## src/depth_decimate_convert_top_macros.svh

```systemverilog
// ----------------------------------------------------------------------------
// Assertion macros for the depth decimate/convert block
// Shared concurrent assertion forms, clocked on clk and disabled in reset.
// ----------------------------------------------------------------------------
`ifndef DEPTH_DECIMATE_CONVERT_TOP_MACROS_SVH
`define DEPTH_DECIMATE_CONVERT_TOP_MACROS_SVH

// Same-cycle implication
`define DDC_ASSERT_NOW(label, ante, cons, msg) \
  label: assert property (@(posedge clk) disable iff (rst) (ante) |-> (cons)) \
    else $error(msg);

// Next-cycle implication
`define DDC_ASSERT_NEXT(label, ante, cons, msg) \
  label: assert property (@(posedge clk) disable iff (rst) (ante) |=> (cons)) \
    else $error(msg);

`endif

```

## src/ddc_pkg.sv

```systemverilog
// ----------------------------------------------------------------------------
// ddc_pkg
// Types, register indexes and constants shared by the depth convert block.
// ----------------------------------------------------------------------------
package ddc_pkg;

  // Default sizing
  localparam int MAX_LINE_WIDTH_DEF = 4096;
  localparam int MAX_STEP_DEF       = 16;
  localparam int QUEUE_DEPTH_DEF    = 4;

  // Field widths
  localparam int DEPTH_W = 16;
  localparam int VALUE_W = 32;
  localparam int INDEX_W = 3;

  // Meters: floor(d * 65536 / 1000)
  localparam logic [DEPTH_W-1:0] METER_DIVISOR = 16'd1000;

  // 65536 / 1000 = 65 + 67/125, so meters = 65*d + floor(67*d / 125).
  // floor(z / 125) for z < 2^23 is (z * ceil(2^30 / 125)) >> 30, exact.
  localparam logic [7:0]  METER_WHOLE = 8'd65;
  localparam logic [6:0]  METER_PART  = 7'd67;
  localparam logic [23:0] METER_RECIP = 24'd8589935;
  localparam int          METER_SHIFT = 30;

  // Register indexes
  localparam logic [INDEX_W-1:0] REG_OUTPUT_MODE        = 3'd0;
  localparam logic [INDEX_W-1:0] REG_LINE_WIDTH         = 3'd1;
  localparam logic [INDEX_W-1:0] REG_COLUMN_STEP        = 3'd2;
  localparam logic [INDEX_W-1:0] REG_ROW_STEP           = 3'd3;
  localparam logic [INDEX_W-1:0] REG_NO_SAMPLE_CODE     = 3'd4;
  localparam logic [INDEX_W-1:0] REG_SHADOW_CODE        = 3'd5;
  localparam logic [INDEX_W-1:0] REG_DISPARITY_CONSTANT = 3'd6;

  // Output modes
  localparam logic [1:0] MODE_METERS    = 2'd1;
  localparam logic [1:0] MODE_DISPARITY = 2'd2;

  // Register reset values
  localparam logic [11:0] LINE_WIDTH_RST = 12'd640;
  localparam logic [4:0]  STEP_RST       = 5'd1;

  // Work kind of a kept pixel
  typedef enum logic [1:0] {
    OP_RAW   = 2'd0,
    OP_ZERO  = 2'd1,
    OP_METER = 2'd2,
    OP_DISP  = 2'd3
  } op_t;

  // Configuration registers
  typedef struct packed {
    logic [1:0]         output_mode;
    logic [11:0]        line_width;
    logic [4:0]         column_step;
    logic [4:0]         row_step;
    logic [DEPTH_W-1:0] no_sample_code;
    logic [DEPTH_W-1:0] shadow_code;
    logic [VALUE_W-1:0] disparity_constant;
  } cfg_t;

  // One queued kept pixel
  typedef struct packed {
    op_t                op;
    logic [DEPTH_W-1:0] depth;
    logic               invalid;
    logic               line_end;
  } entry_t;

endpackage

```

## src/ddc_front.sv

```systemverilog
// ----------------------------------------------------------------------------
// ddc_front
// Tracks raster position, decides which pixels are kept and classifies them.
// ----------------------------------------------------------------------------
module ddc_front #(
  parameter int MAX_LINE_WIDTH = ddc_pkg::MAX_LINE_WIDTH_DEF,
  parameter int MAX_STEP       = ddc_pkg::MAX_STEP_DEF
) (
  input  logic                         clk,
  input  logic                         rst,
  input  ddc_pkg::cfg_t                cfg,
  input  logic                         push,
  input  logic [ddc_pkg::DEPTH_W-1:0]  depth_sample,
  input  logic                         frame_start,
  input  logic                         q_full,
  output logic                         q_push,
  output ddc_pkg::entry_t              q_entry
);

  localparam int CW = (MAX_LINE_WIDTH > 1) ? $clog2(MAX_LINE_WIDTH) : 1;
  localparam int WW = $clog2(MAX_LINE_WIDTH + 1);
  localparam int SW = $clog2(MAX_STEP + 1);
  localparam int PW = (MAX_STEP > 1) ? $clog2(MAX_STEP) : 1;

  logic [CW-1:0] column_count;
  logic [PW-1:0] row_phase;
  // col_phase[k] holds the column index modulo k+1
  logic [PW-1:0] col_phase [MAX_STEP];

  logic          accept;
  logic [WW-1:0] w;
  logic [SW-1:0] cs;
  logic [SW-1:0] rs;
  logic [PW-1:0] cs_idx;
  logic [CW-1:0] cur_col;
  logic [PW-1:0] cur_row_raw;
  logic [PW-1:0] cur_row;
  logic [PW-1:0] cur_phase;
  logic          last_in_row;
  logic          kept;
  logic          bad;
  logic          line_end;

  assign accept = push & ~q_full;

  // Effective width and clamped steps
  always_comb begin
    if (cfg.line_width == '0 || 32'(cfg.line_width) > 32'(MAX_LINE_WIDTH)) begin
      w = WW'(MAX_LINE_WIDTH);
    end else begin
      w = WW'(cfg.line_width);
    end
    if (cfg.column_step == '0) begin
      cs = SW'(1);
    end else if (32'(cfg.column_step) > 32'(MAX_STEP)) begin
      cs = SW'(MAX_STEP);
    end else begin
      cs = SW'(cfg.column_step);
    end
    if (cfg.row_step == '0) begin
      rs = SW'(1);
    end else if (32'(cfg.row_step) > 32'(MAX_STEP)) begin
      rs = SW'(MAX_STEP);
    end else begin
      rs = SW'(cfg.row_step);
    end
  end

  assign cs_idx = PW'(cs - SW'(1));

  // Position of this pixel, frame start restarts at the origin
  assign cur_col     = frame_start ? '0 : column_count;
  assign cur_row_raw = frame_start ? '0 : row_phase;
  assign cur_row     = (32'(cur_row_raw) >= 32'(rs)) ? '0 : cur_row_raw;
  assign cur_phase   = frame_start ? '0 : col_phase[cs_idx];

  assign last_in_row = (32'(cur_col) + 32'd1) >= 32'(w);
  assign line_end    = (32'(cur_col) + 32'(cs)) >= 32'(w);
  assign kept        = (cur_row == '0) && (cur_phase == '0);

  // Classification
  assign bad = (depth_sample == '0) || (depth_sample == cfg.no_sample_code) ||
               (depth_sample == cfg.shadow_code);

  always_comb begin
    q_entry.depth    = depth_sample;
    q_entry.invalid  = bad;
    q_entry.line_end = line_end;
    if (bad) begin
      q_entry.op = ddc_pkg::OP_ZERO;
    end else if (cfg.output_mode == ddc_pkg::MODE_METERS) begin
      q_entry.op = ddc_pkg::OP_METER;
    end else if (cfg.output_mode == ddc_pkg::MODE_DISPARITY) begin
      q_entry.op = ddc_pkg::OP_DISP;
    end else begin
      q_entry.op = ddc_pkg::OP_RAW;
    end
  end

  assign q_push = accept & kept;

  // Position counters
  always_ff @(posedge clk) begin
    if (rst) begin
      column_count <= '0;
      row_phase    <= '0;
      for (int k = 0; k < MAX_STEP; k++) begin
        col_phase[k] <= '0;
      end
    end else if (accept) begin
      if (last_in_row) begin
        column_count <= '0;
        row_phase    <= ((32'(cur_row) + 32'd1) >= 32'(rs)) ? '0 : cur_row + PW'(1);
      end else begin
        column_count <= cur_col + CW'(1);
        row_phase    <= cur_row;
      end
      for (int k = 0; k < MAX_STEP; k++) begin
        if (last_in_row || frame_start) begin
          col_phase[k] <= (last_in_row || k == 0) ? '0 : PW'(1);
        end else if (32'(col_phase[k]) == k) begin
          col_phase[k] <= '0;
        end else begin
          col_phase[k] <= col_phase[k] + PW'(1);
        end
      end
    end
  end

endmodule

```

## src/ddc_queue.sv

```systemverilog
// ----------------------------------------------------------------------------
// ddc_queue
// Short first-in first-out queue of kept pixels between front and back.
// ----------------------------------------------------------------------------
module ddc_queue #(
  parameter int DEPTH = ddc_pkg::QUEUE_DEPTH_DEF
) (
  input  logic            clk,
  input  logic            rst,
  input  logic            wr_en,
  input  ddc_pkg::entry_t wr_data,
  input  logic            rd_en,
  output ddc_pkg::entry_t rd_data,
  output logic            q_empty,
  output logic            q_full
);

  localparam int AW = (DEPTH > 1) ? $clog2(DEPTH) : 1;
  localparam int NW = $clog2(DEPTH + 1);

  ddc_pkg::entry_t slots [DEPTH];
  logic [AW-1:0]   wr_ptr;
  logic [AW-1:0]   rd_ptr;
  logic [NW-1:0]   fill;

  assign q_empty = (fill == '0);
  assign q_full  = (32'(fill) == DEPTH);
  assign rd_data = slots[rd_ptr];

  // Storage
  always_ff @(posedge clk) begin
    if (wr_en) begin
      slots[wr_ptr] <= wr_data;
    end
  end

  // Pointers and fill level
  always_ff @(posedge clk) begin
    if (rst) begin
      wr_ptr <= '0;
      rd_ptr <= '0;
      fill   <= '0;
    end else begin
      if (wr_en) begin
        wr_ptr <= (32'(wr_ptr) == DEPTH - 1) ? '0 : wr_ptr + AW'(1);
      end
      if (rd_en) begin
        rd_ptr <= (32'(rd_ptr) == DEPTH - 1) ? '0 : rd_ptr + AW'(1);
      end
      if (wr_en && !rd_en) begin
        fill <= fill + NW'(1);
      end else if (rd_en && !wr_en) begin
        fill <= fill - NW'(1);
      end
    end
  end

endmodule

```

## src/ddc_back.sv

```systemverilog
// ----------------------------------------------------------------------------
// ddc_back
// Converts queued pixels (reciprocal multiply for meters, bit-serial divider
// for disparity) and holds the result.
// ----------------------------------------------------------------------------
`include "depth_decimate_convert_top_macros.svh"

module ddc_back (
  input  logic                         clk,
  input  logic                         rst,
  input  logic [ddc_pkg::VALUE_W-1:0]  disparity_constant,
  input  logic                         q_empty,
  input  ddc_pkg::entry_t              q_entry,
  output logic                         q_pop,
  input  logic                         pop,
  output logic                         empty,
  output logic [ddc_pkg::VALUE_W-1:0]  out_value,
  output logic                         invalid,
  output logic                         line_end
);

  localparam int DW  = ddc_pkg::DEPTH_W;
  localparam int VW  = ddc_pkg::VALUE_W;
  localparam int KW  = $clog2(VW);
  localparam int MW  = 23;
  localparam int MPW = MW + $bits(ddc_pkg::METER_RECIP);

  typedef enum logic [3:0] {
    ST_IDLE = 4'b0001,
    ST_MUL  = 4'b0010,
    ST_DIV  = 4'b0100,
    ST_DONE = 4'b1000
  } state_t;

  state_t         state;
  state_t         state_next;
  logic [KW-1:0]  div_cnt;
  logic [VW-1:0]  quo;
  logic [DW-1:0]  rem;
  logic [DW-1:0]  divisor;
  logic           div_line_end;
  logic           out_valid;
  logic [MW-1:0]  mtr_base;
  logic [MW-1:0]  mtr_part;

  logic           out_free;
  logic           direct;
  logic           load_direct;
  logic           load_mul;
  logic           load_div;
  logic           load_done;
  logic [DW:0]    trial;
  logic           trial_ge;
  logic [MPW-1:0] mtr_prod;
  logic [VW-1:0]  mtr_value;

  assign out_free = ~out_valid | pop;
  assign empty    = ~out_valid;

  // Raw and invalid pixels skip the arithmetic
  assign direct      = (q_entry.op == ddc_pkg::OP_RAW) || (q_entry.op == ddc_pkg::OP_ZERO);
  assign load_direct = (state == ST_IDLE) && !q_empty && direct && out_free;
  assign load_mul    = (state == ST_IDLE) && !q_empty && (q_entry.op == ddc_pkg::OP_METER);
  assign load_div    = (state == ST_IDLE) && !q_empty && (q_entry.op == ddc_pkg::OP_DISP);
  assign load_done   = (state == ST_DONE) && out_free;
  assign q_pop       = load_direct | load_mul | load_div;

  // One restoring divide step
  assign trial    = {rem, quo[VW-1]};
  assign trial_ge = trial >= {1'b0, divisor};

  // Meters: 65*d plus 67*d/125 by reciprocal multiply
  assign mtr_prod  = MPW'(mtr_part) * MPW'(ddc_pkg::METER_RECIP);
  assign mtr_value = VW'(mtr_base) + VW'(mtr_prod[MPW-1:ddc_pkg::METER_SHIFT]);

  always_comb begin
    state_next = state;
    unique case (state)
      ST_IDLE: begin
        if (load_div) begin
          state_next = ST_DIV;
        end else if (load_mul) begin
          state_next = ST_MUL;
        end
      end
      ST_MUL:  state_next = ST_DONE;
      ST_DIV:  if (div_cnt == '0) state_next = ST_DONE;
      ST_DONE: if (out_free) state_next = ST_IDLE;
      default: state_next = ST_IDLE;
    endcase
  end

  // Control state
  always_ff @(posedge clk) begin
    if (rst) begin
      state     <= ST_IDLE;
      out_valid <= 1'b0;
    end else begin
      state <= state_next;
      if (load_direct || load_done) begin
        out_valid <= 1'b1;
      end else if (pop) begin
        out_valid <= 1'b0;
      end
    end
  end

  // Multiply and divider datapath
  always_ff @(posedge clk) begin
    if (load_div || load_mul) begin
      div_line_end <= q_entry.line_end;
    end
    if (load_mul) begin
      mtr_base <= MW'(q_entry.depth) * MW'(ddc_pkg::METER_WHOLE);
      mtr_part <= MW'(q_entry.depth) * MW'(ddc_pkg::METER_PART);
    end
    if (load_div) begin
      div_cnt <= KW'(VW - 1);
      rem     <= '0;
      quo     <= disparity_constant;
      divisor <= q_entry.depth;
    end else if (state == ST_DIV) begin
      div_cnt <= div_cnt - KW'(1);
      rem     <= trial_ge ? DW'(trial - {1'b0, divisor}) : DW'(trial);
      quo     <= {quo[VW-2:0], trial_ge};
    end else if (state == ST_MUL) begin
      quo <= mtr_value;
    end
  end

  // Result register
  always_ff @(posedge clk) begin
    if (load_direct) begin
      out_value <= (q_entry.op == ddc_pkg::OP_ZERO) ? '0 : VW'(q_entry.depth);
      invalid   <= q_entry.invalid;
      line_end  <= q_entry.line_end;
    end else if (load_done) begin
      out_value <= quo;
      invalid   <= 1'b0;
      line_end  <= div_line_end;
    end
  end

  `DDC_ASSERT_NOW(a_pop_has_entry, q_pop, !q_empty, "queue pop while queue is empty")
  `DDC_ASSERT_NOW(a_div_nonzero, state == ST_DIV, divisor != '0, "divider runs on zero divisor")
  `DDC_ASSERT_NEXT(a_div_finishes, (state == ST_DIV) && (div_cnt == '0), state == ST_DONE,
    "divider did not finish after last step")
  `DDC_ASSERT_NEXT(a_done_loads, load_done, out_valid && (state == ST_IDLE),
    "quotient not placed in result register")

endmodule

```

## src/depth_decimate_convert_top.sv

```systemverilog
// ----------------------------------------------------------------------------
// depth_decimate_convert_top
// Decimating depth pixel converter: raw millimeters, meters or disparity.
// ----------------------------------------------------------------------------
// Pixels are taken one per clock whenever the kept-pixel queue has room.
// Skipped pixels, and kept pixels in raw mode or marked invalid, pass at one
// per clock while results are popped. A kept valid pixel in meters mode goes
// through queue pop, reciprocal multiply and result load in the back end; in
// disparity mode it goes through a one-bit-per-cycle divider (queue pop, 32
// divide steps, result load). The front keeps accepting pixels until
// QUEUE_DEPTH kept pixels wait; a full queue stalls every pixel, skipped ones
// too. A result not yet popped holds the back end.
module depth_decimate_convert_top #(
  parameter int MAX_LINE_WIDTH = ddc_pkg::MAX_LINE_WIDTH_DEF,
  parameter int MAX_STEP       = ddc_pkg::MAX_STEP_DEF,
  parameter int QUEUE_DEPTH    = ddc_pkg::QUEUE_DEPTH_DEF
) (
  input  logic                         clk,
  input  logic                         rst,
  // pixel input
  input  logic                         push,
  output logic                         full,
  input  logic [ddc_pkg::DEPTH_W-1:0]  depth_sample,
  input  logic                         frame_start,
  // results
  output logic                         empty,
  input  logic                         pop,
  output logic [ddc_pkg::VALUE_W-1:0]  out_value,
  output logic                         invalid,
  output logic                         line_end,
  // configuration writes
  input  logic                         cfg_valid,
  output logic                         cfg_ready,
  input  logic [ddc_pkg::INDEX_W-1:0]  cfg_index,
  input  logic [ddc_pkg::VALUE_W-1:0]  cfg_data
);

  ddc_pkg::cfg_t   cfg;
  ddc_pkg::entry_t push_entry;
  ddc_pkg::entry_t head_entry;
  logic            q_push;
  logic            q_pop;
  logic            q_empty;
  logic            q_full;

  assign cfg_ready = 1'b1;
  assign full      = q_full;

  // Configuration registers
  always_ff @(posedge clk) begin
    if (rst) begin
      cfg.output_mode        <= '0;
      cfg.line_width         <= ddc_pkg::LINE_WIDTH_RST;
      cfg.column_step        <= ddc_pkg::STEP_RST;
      cfg.row_step           <= ddc_pkg::STEP_RST;
      cfg.no_sample_code     <= '0;
      cfg.shadow_code        <= '0;
      cfg.disparity_constant <= '0;
    end else if (cfg_valid) begin
      unique case (cfg_index)
        ddc_pkg::REG_OUTPUT_MODE:        cfg.output_mode        <= cfg_data[1:0];
        ddc_pkg::REG_LINE_WIDTH:         cfg.line_width         <= cfg_data[11:0];
        ddc_pkg::REG_COLUMN_STEP:        cfg.column_step        <= cfg_data[4:0];
        ddc_pkg::REG_ROW_STEP:           cfg.row_step           <= cfg_data[4:0];
        ddc_pkg::REG_NO_SAMPLE_CODE:     cfg.no_sample_code     <= cfg_data[15:0];
        ddc_pkg::REG_SHADOW_CODE:        cfg.shadow_code        <= cfg_data[15:0];
        ddc_pkg::REG_DISPARITY_CONSTANT: cfg.disparity_constant <= cfg_data;
        default: ;
      endcase
    end
  end

  ddc_front #(
    .MAX_LINE_WIDTH (MAX_LINE_WIDTH),
    .MAX_STEP       (MAX_STEP)
  ) u_front (
    .clk          (clk),
    .rst          (rst),
    .cfg          (cfg),
    .push         (push),
    .depth_sample (depth_sample),
    .frame_start  (frame_start),
    .q_full       (q_full),
    .q_push       (q_push),
    .q_entry      (push_entry)
  );

  ddc_queue #(
    .DEPTH (QUEUE_DEPTH)
  ) u_queue (
    .clk     (clk),
    .rst     (rst),
    .wr_en   (q_push),
    .wr_data (push_entry),
    .rd_en   (q_pop),
    .rd_data (head_entry),
    .q_empty (q_empty),
    .q_full  (q_full)
  );

  ddc_back u_back (
    .clk                (clk),
    .rst                (rst),
    .disparity_constant (cfg.disparity_constant),
    .q_empty            (q_empty),
    .q_entry            (head_entry),
    .q_pop              (q_pop),
    .pop                (pop),
    .empty              (empty),
    .out_value          (out_value),
    .invalid            (invalid),
    .line_end           (line_end)
  );

endmodule
```

## config.mk

```make
export PLATFORM = sky130hd
export DESIGN_NAME = depth_decimate_convert_top
export DESIGN_NICKNAME = d
export VERILOG_FILES = /design/src/ddc_pkg.sv /design/src/ddc_front.sv /design/src/ddc_queue.sv /design/src/ddc_back.sv /design/src/depth_decimate_convert_top.sv
export VERILOG_INCLUDE_DIRS = /design/src /design/src/src
export SDC_FILE = /design/constraint.sdc
export NUM_CORES = 1
export LEC_CHECK = 0
export ABC_AREA = 0
export BUFFER_PORTS_ARGS = -buffer_cell sky130_fd_sc_hd__buf_2
export CAP_MARGIN = 10
export CORE_AREA = 10 10 424 261
export DETAILED_ROUTE_END_ITERATION = 10
export DIE_AREA = 0 0 434 271
export PLACE_DENSITY_LB_ADDON = 0.1
export SYNTH_ARGS = -nofsm -noshare
export SYNTH_HDL_FRONTEND = slang
export SYNTH_SLANG_ARGS = --single-unit
```

## constraint.sdc

```tcl
create_clock -name clk -period 7.45 [get_ports clk]
set_input_delay 1.1175 -clock clk [delete_from_list [all_inputs] [get_ports clk]]
set_output_delay 1.1175 -clock clk [all_outputs]
set_load 0.01 [all_outputs]
```

==> results of run 1 <==
==> through the flow <==
step | instance area (um2) | hold WS [ns]
floorplan | 30700 | 0.434
global placement | 34300 | 0.444
detailed placement | 34300 | 0.449
CTS | 36200 | 0.458
global route | 36800 | 0.471
finish | 36800 | 0.457
==> metal layers <==
layer,vias up,track usage
met2,498,0.202
met5,-,0
li1,11000,-
met3,74,0.0405
met1,11000,0.252
met4,0,0.0255
==> sequential cells by signal, summed over array words and instances (netlist names), named ones only <==
name                  cells
u_back.state              4
u_queue.slots            80
u_queue.wr_ptr            2
u_back.line_end           1
u_front.row_phase         4
u_queue.fill              3
u_back.mtr_part          23
u_back.div_cnt            5
u_back.invalid            1
u_back.out_value         32
u_back.div_line_end       1
cfg                      88
u_back.divisor           16
u_queue.rd_ptr            2
u_front.col_phase        64
u_front.column_count     12
u_back.mtr_base          22
u_back.quo               32
u_back.rem               16
u_back.out_valid          1
==> path summary, 6_finish.rpt <==
| kind | to | slack [ns] | cells past startpoint |
|---|---|---|---|
| max | u_back.quo[16] | -0.54 | 28 |
| min | cfg[31] | 0.46 | 2 |
| max reg2reg | u_back.quo[16] | -0.54 | 28 |
| min reg2reg | cfg[31] | 0.46 | 2 |
==> timing repair <==
action,in CTS,in global routing
endpoints found under the setup margin,22,22
setup buffers,15,21
hold buffers,0,0
resized for setup,82,93
pin swaps,78,91
==> worst min-delay path, delay by kind of cell, from the launching register on <==
family / cells / cell delay (ns)
AO/OA/AOI/OAI: 1 / 0.05
AND/OR/NAND/NOR: 1 / 0.05
flip-flops: 1 / 0.31
==> synth_stat cells (all sizes together), types with 12 or more instances <==
master / instances
mux2: 13
edfxtp: 272
nor2b: 29
mux2i: 38
o211ai: 12
or2: 13
o21bai: 14
ha: 424
mux4: 21
nand4: 19
nand3: 54
fa: 169
nor4: 33
nand2b: 22
buf: 15
and2: 25
or3: 16
a22o: 36
nor2: 172
and3: 13
xor2: 63
a21oi: 219
o21ai: 94
inv: 426
clkbuf: 58
a31oi: 15
nor3: 49
o21a: 24
xnor2: 67
a21o: 45
dfxtp: 139
nand2: 284
==> logic make-up after synthesis <==
logic type,Yosys count
simple gates,754
fa+ha+maj,593
compound gates,535
buf+inv,502
flops,411
xor+xnor,130
mux,72
other cells,1
==> area by class of cell <==
| class | count | area [um2] |
|---|---|---|
| clock buffer | 61 | 1290 |
| clock inverter | 27 | 278 |
| fill | 10300 | 65600 |
| inverter | 429 | 1610 |
| multi-input combinational | 2085 | 18600 |
| sequential | 411 | 11000 |
| tap | 1348 | 1690 |
| timing repair buffer | 342 | 2400 |
==> impl_metrics.json, run 1 <==
{
  "yosysTopAreaCell": "edfxtp_1",
  "cts-buffers-inserted": 47,
  "final_cell_mix": "inv_1, ha_1, nand2_1, edfxtp_1, buf_4",
  "grt_pass1_wl_um": 142000,
  "drtAntennaViolNets": 0,
  "syn_area_um2": 30600,
  "grt_pass1_vias": 23100,
  "dp_slack_ns": -0.778,
  "vias": 22600,
  "wl_per_cell_um": 19.8,
  "utilization": 0.359,
  "fmax_mhz": 125,
  "synthCells": 2998,
  "crit_arrival_ns": 8.33,
  "met1_length_um": 50500,
  "cp-start-kind": "register",
  "avgSynthCellArea_um2": 10.2,
  "cts_tree": "yes",
  "finalSetupViolations": 17,
  "nets": 3966,
  "synthXorXnorAreaFrac": 0.0375,
  "worst_path_dominant_cell_family": "adder cells",
  "cp_common_cell": "fa_1",
  "std_cell_rows": 91,
  "yosysTopAreaCellShare": 0.267,
  "clkLatencyLatePin_ns": 0.62,
  "path_max_fanout": 4,
  "synth_adder_area_share": 0.284,
  "routed_wl_um": 93100,
  "synth_top_family_by_area": "adder cells",
  "grt_overflow": 0,
  "yosys_warnings": 0,
  "drv_cap": 0,
  "period_share": 1.07,
  "vias_per_cell": 4.81,
  "die-area_um2": 118000,
  "synth.area.top_cells": "edfxtp_1, ha_1, fa_1",
  "dp_hpwl_um": 73000,
  "postLayoutSetupSlackWorst_ns": -0.538,
  "rsz0062_at_grt": "true",
  "drtIter0Drc": 1631,
  "worst_setup_path_end_kind": "register",
  "drive_above_1_share": 0.184,
  "mostFrequentLayoutCell": "inv_1",
  "die_width_um": 434,
  "route.met3.wl_um": 6660,
  "clockBufferDepth": 3,
  "clkSlewWorstSetupHoldPaths_ns": 0.07,
  "syn-num-nets": 3648,
  "min_from": "cfg[31]",
  "required_ns": 7.80,
  "finalHoldViolCount": 0,
  "dp_cells": 4586,
  "portBuffers": 92,
  "place_congestion": 0.852,
  "ios": 94,
  "grt_max_degree": 71,
  "synth_mux_area_frac": 0.0327,
  "track_usage": 0.156,
  "grt_antenna_before_repair": 3,
  "max_slew.worst_pin.slew_ns": 1.20,
  "syn_to_final_growth_pct": 20.3,
  "start_util": 0.299,
  "cts-root-buf": "clkbuf_16",
  "critPathLaunch": "u_back.mtr_part[16]",
  "synth-seq-cells": 411,
  "crit_buf_inv": 4,
  "cpPeakStageDelay_ns": 0.63,
  "routed.top_layer": "met4",
  "instances_no_fill": 4703,
  "drc_errors": 0,
  "synth_simple_gate_area_frac": 0.115,
  "yosysUniqueCellTypes": 74,
  "first_pass_iters": 5,
  "die_h_um": 271,
  "wl_met2_um": 34700,
  "outcome": "complete, but fails checks",
  "synth_compound_area_frac": 0.110,
  "r2r-start": "u_back.mtr_part[16]",
  "hold_class": "reg -> reg",
  "async_flop_share": 0,
  "violations": "negative setup slack",
  "core_um2": 102000,
  "htree_levels": 2,
  "final.setup_skew_ns": 0.0204,
  "slew_headroom": 0.199,
  "final.min_clock_period_ns": 7.99,
  "cts_sinks": 411,
  "antenna_cells": 0,
  "path_class": "reg -> reg",
  "synth_edf_count": 272,
  "synth_ff_type": "edfxtp_1",
  "drv_slew": 0,
  "cpMaxStageDelayCell": "fa_1",
  "ys_seq_area_frac": 0.358,
  "final.setup.tns_ns": -6.19
}
Power of run 1 is left out: the tool's default activity adds up to more than one toggle a clock period on the data nets, which glitch-free logic cannot reach.
==> run 2, diff against run 1 <==
CAP_MARGIN = 0   (was 10)
CORE_AREA = 2 2 416 253   (was 10 10 424 261)
DIE_AREA = 0 0 418 255   (was 0 0 434 271)
==> impl_metrics.json, run 2 (synthesized netlist as in run 1, its figures left out) <==
{
  "path_class": "reg -> reg",
  "start_util": 0.295,
  "hold_class": "reg -> reg",
  "clkLatencyLatePin_ns": 0.62,
  "cpPeakStageDelay_ns": 0.58,
  "cpMaxStageDelayCell": "fa_2",
  "ios": 94,
  "grt_antenna_before_repair": 3,
  "vias_per_cell": 4.82,
  "critPathLaunch": "u_back.mtr_part[21]",
  "grt_max_degree": 95,
  "crit_buf_inv": 9,
  "place_congestion": 0.867,
  "instances_no_fill": 4722,
  "largest_reg_flops": 88,
  "worst_setup_path_end_kind": "register",
  "nets": 3971,
  "reg2reg_depth": 36,
  "reg_top3": "cfg x88, u_queue.slots x80, u_front.col_phase x64",
  "min_from": "cfg[0]",
  "path_max_fanout": 3,
  "cts-root-buf": "clkbuf_16",
  "std_cell_rows": 92,
  "regMostFlops": "cfg",
  "r2r-start": "u_back.mtr_part[21]",
  "outcome": "complete, but fails checks",
  "required_ns": 7.80,
  "vias": 22700,
  "period_share": 1.08,
  "max_slew.worst_pin.slew_ns": 1.13,
  "clockBufferDepth": 3,
  "critPathCapture": "u_back.quo[18]",
  "r2r_setup_slack_ns": -0.63,
  "wl_per_cell_um": 19.8,
  "drive_above_1_share": 0.179,
  "cts-buffers-inserted": 46,
  "globalRouteMet3Util": 0.0283,
  "die_h_um": 255,
  "htree_levels": 2,
  "grt_pass1_wl_um": 142000,
  "slew_headroom": 0.246,
  "drtIter0Drc": 1505,
  "clkSlewWorstSetupHoldPaths_ns": 0.07,
  "first_pass_iters": 5,
  "ctsHoldBuffers": 0,
  "critical_path_depth": 36,
  "crit_arrival_ns": 8.43,
  "met1_usage": 0.296,
  "utilization": 0.355,
  "drv_slew": 0,
  "violations": "negative setup slack",
  "r2r-end": "u_back.quo[18]",
  "fmax_mhz": 124,
  "worst_path_dominant_cell_family": "adder cells",
  "final.setup_skew_ns": 0.0381,
  "cp-start-kind": "register",
  "finalHoldViolCount": 0,
  "cts_tree": "yes",
  "track_usage": 0.175,
  "postLayoutSetupSlackWorst_ns": -0.627,
  "portBuffers": 92,
  "die_width_um": 418,
  "dp_hpwl_um": 72900,
  "routed_wl_um": 93400,
  "grt_util_met2": 0.226,
  "drv_cap": 0,
  "dp_slack_ns": -0.836,
  "dp_cells": 4604,
  "mostFrequentLayoutCell": "inv_1",
  "core_um2": 103000,
  "drtAntennaViolNets": 0,
  "drc_errors": 0,
  "busiest_layer": "met1",
  "cts_sinks": 411,
  "finalSetupViolations": 22,
  "rsz0062_at_grt": "true",
  "grt_pass1_vias": 22700,
  "final_cell_mix": "inv_1, ha_1, nand2_1, edfxtp_1, buf_4",
  "grt_overflow": 0,
  "final.min_clock_period_ns": 8.08,
  "die-area_um2": 107000,
  "antenna_cells": 0,
  "syn_to_final_growth_pct": 20.1
}
==> run 2: cell types whose count changed in the layout (fill, tap and decap cells not counted), sizes merged <==
cell / delta
clkinv: -2
buf: +6
clkbuf: +6
inv: -2
clkinvlp: -4
==> run 2: cell type report <==
class	instances	area (um2)
well taps	1363	1710
clock buffers	67	1420
multi-input cells	2085	18400
inverters	429	1610
flip-flops and latches	411	11000
clock inverters	19	236
repair buffers	348	2420
fillers	10400	66800
==> run 2: metrics by stage <==
step	TNS [ns]	cell area, um2	hold slack (ns)
floorplan	-0.182	30700	0.434
global placement	-11.44	34300	0.446
detailed placement	-12.52	34300	0.449
CTS	-9.14	36300	0.459
global route	-15.28	36700	0.473
finish	-8.41	36700	0.459
==> run 2: worst reg2reg max path, delay by kind of cell (launching register included) <==
kind	cells	cell delay, ns
adder cells (fa/ha/maj)	9	3.55
AO/OA/AOI/OAI	13	2.25
XOR/XNOR	2	0.27
buffers and inverters	9	0.96
flip-flops	1	0.47
AND/OR/NAND/NOR	3	0.32
==> run 2: what timing repair did <==
item,CTS,global route
setup buffers,18,17
resized for setup,46,82
endpoints found under the setup margin,22,22
pin swaps,31,92
==> run 2: worst min-delay path by stage <==
stage	end	depth (start not counted)	slack, ns
2_1_floorplan	cfg[7]	2	0.43
3_3_place_gp	cfg[25]	2	0.45
3_5_place_dp	cfg[1]	2	0.45
4_1_cts	cfg[1]	2	0.46
5_1_grt	cfg[25]	2	0.47
6_report	cfg[0]	2	0.46
==> run 2: metal layers <==
metal	part of all wire	vias to the layer above
met5	0	-
met4	0.010	0
met3	0.056	66
met2	0.37	474
met1	0.56	11200
li1	-	11000
Power of run 2 is left out for the same reason.
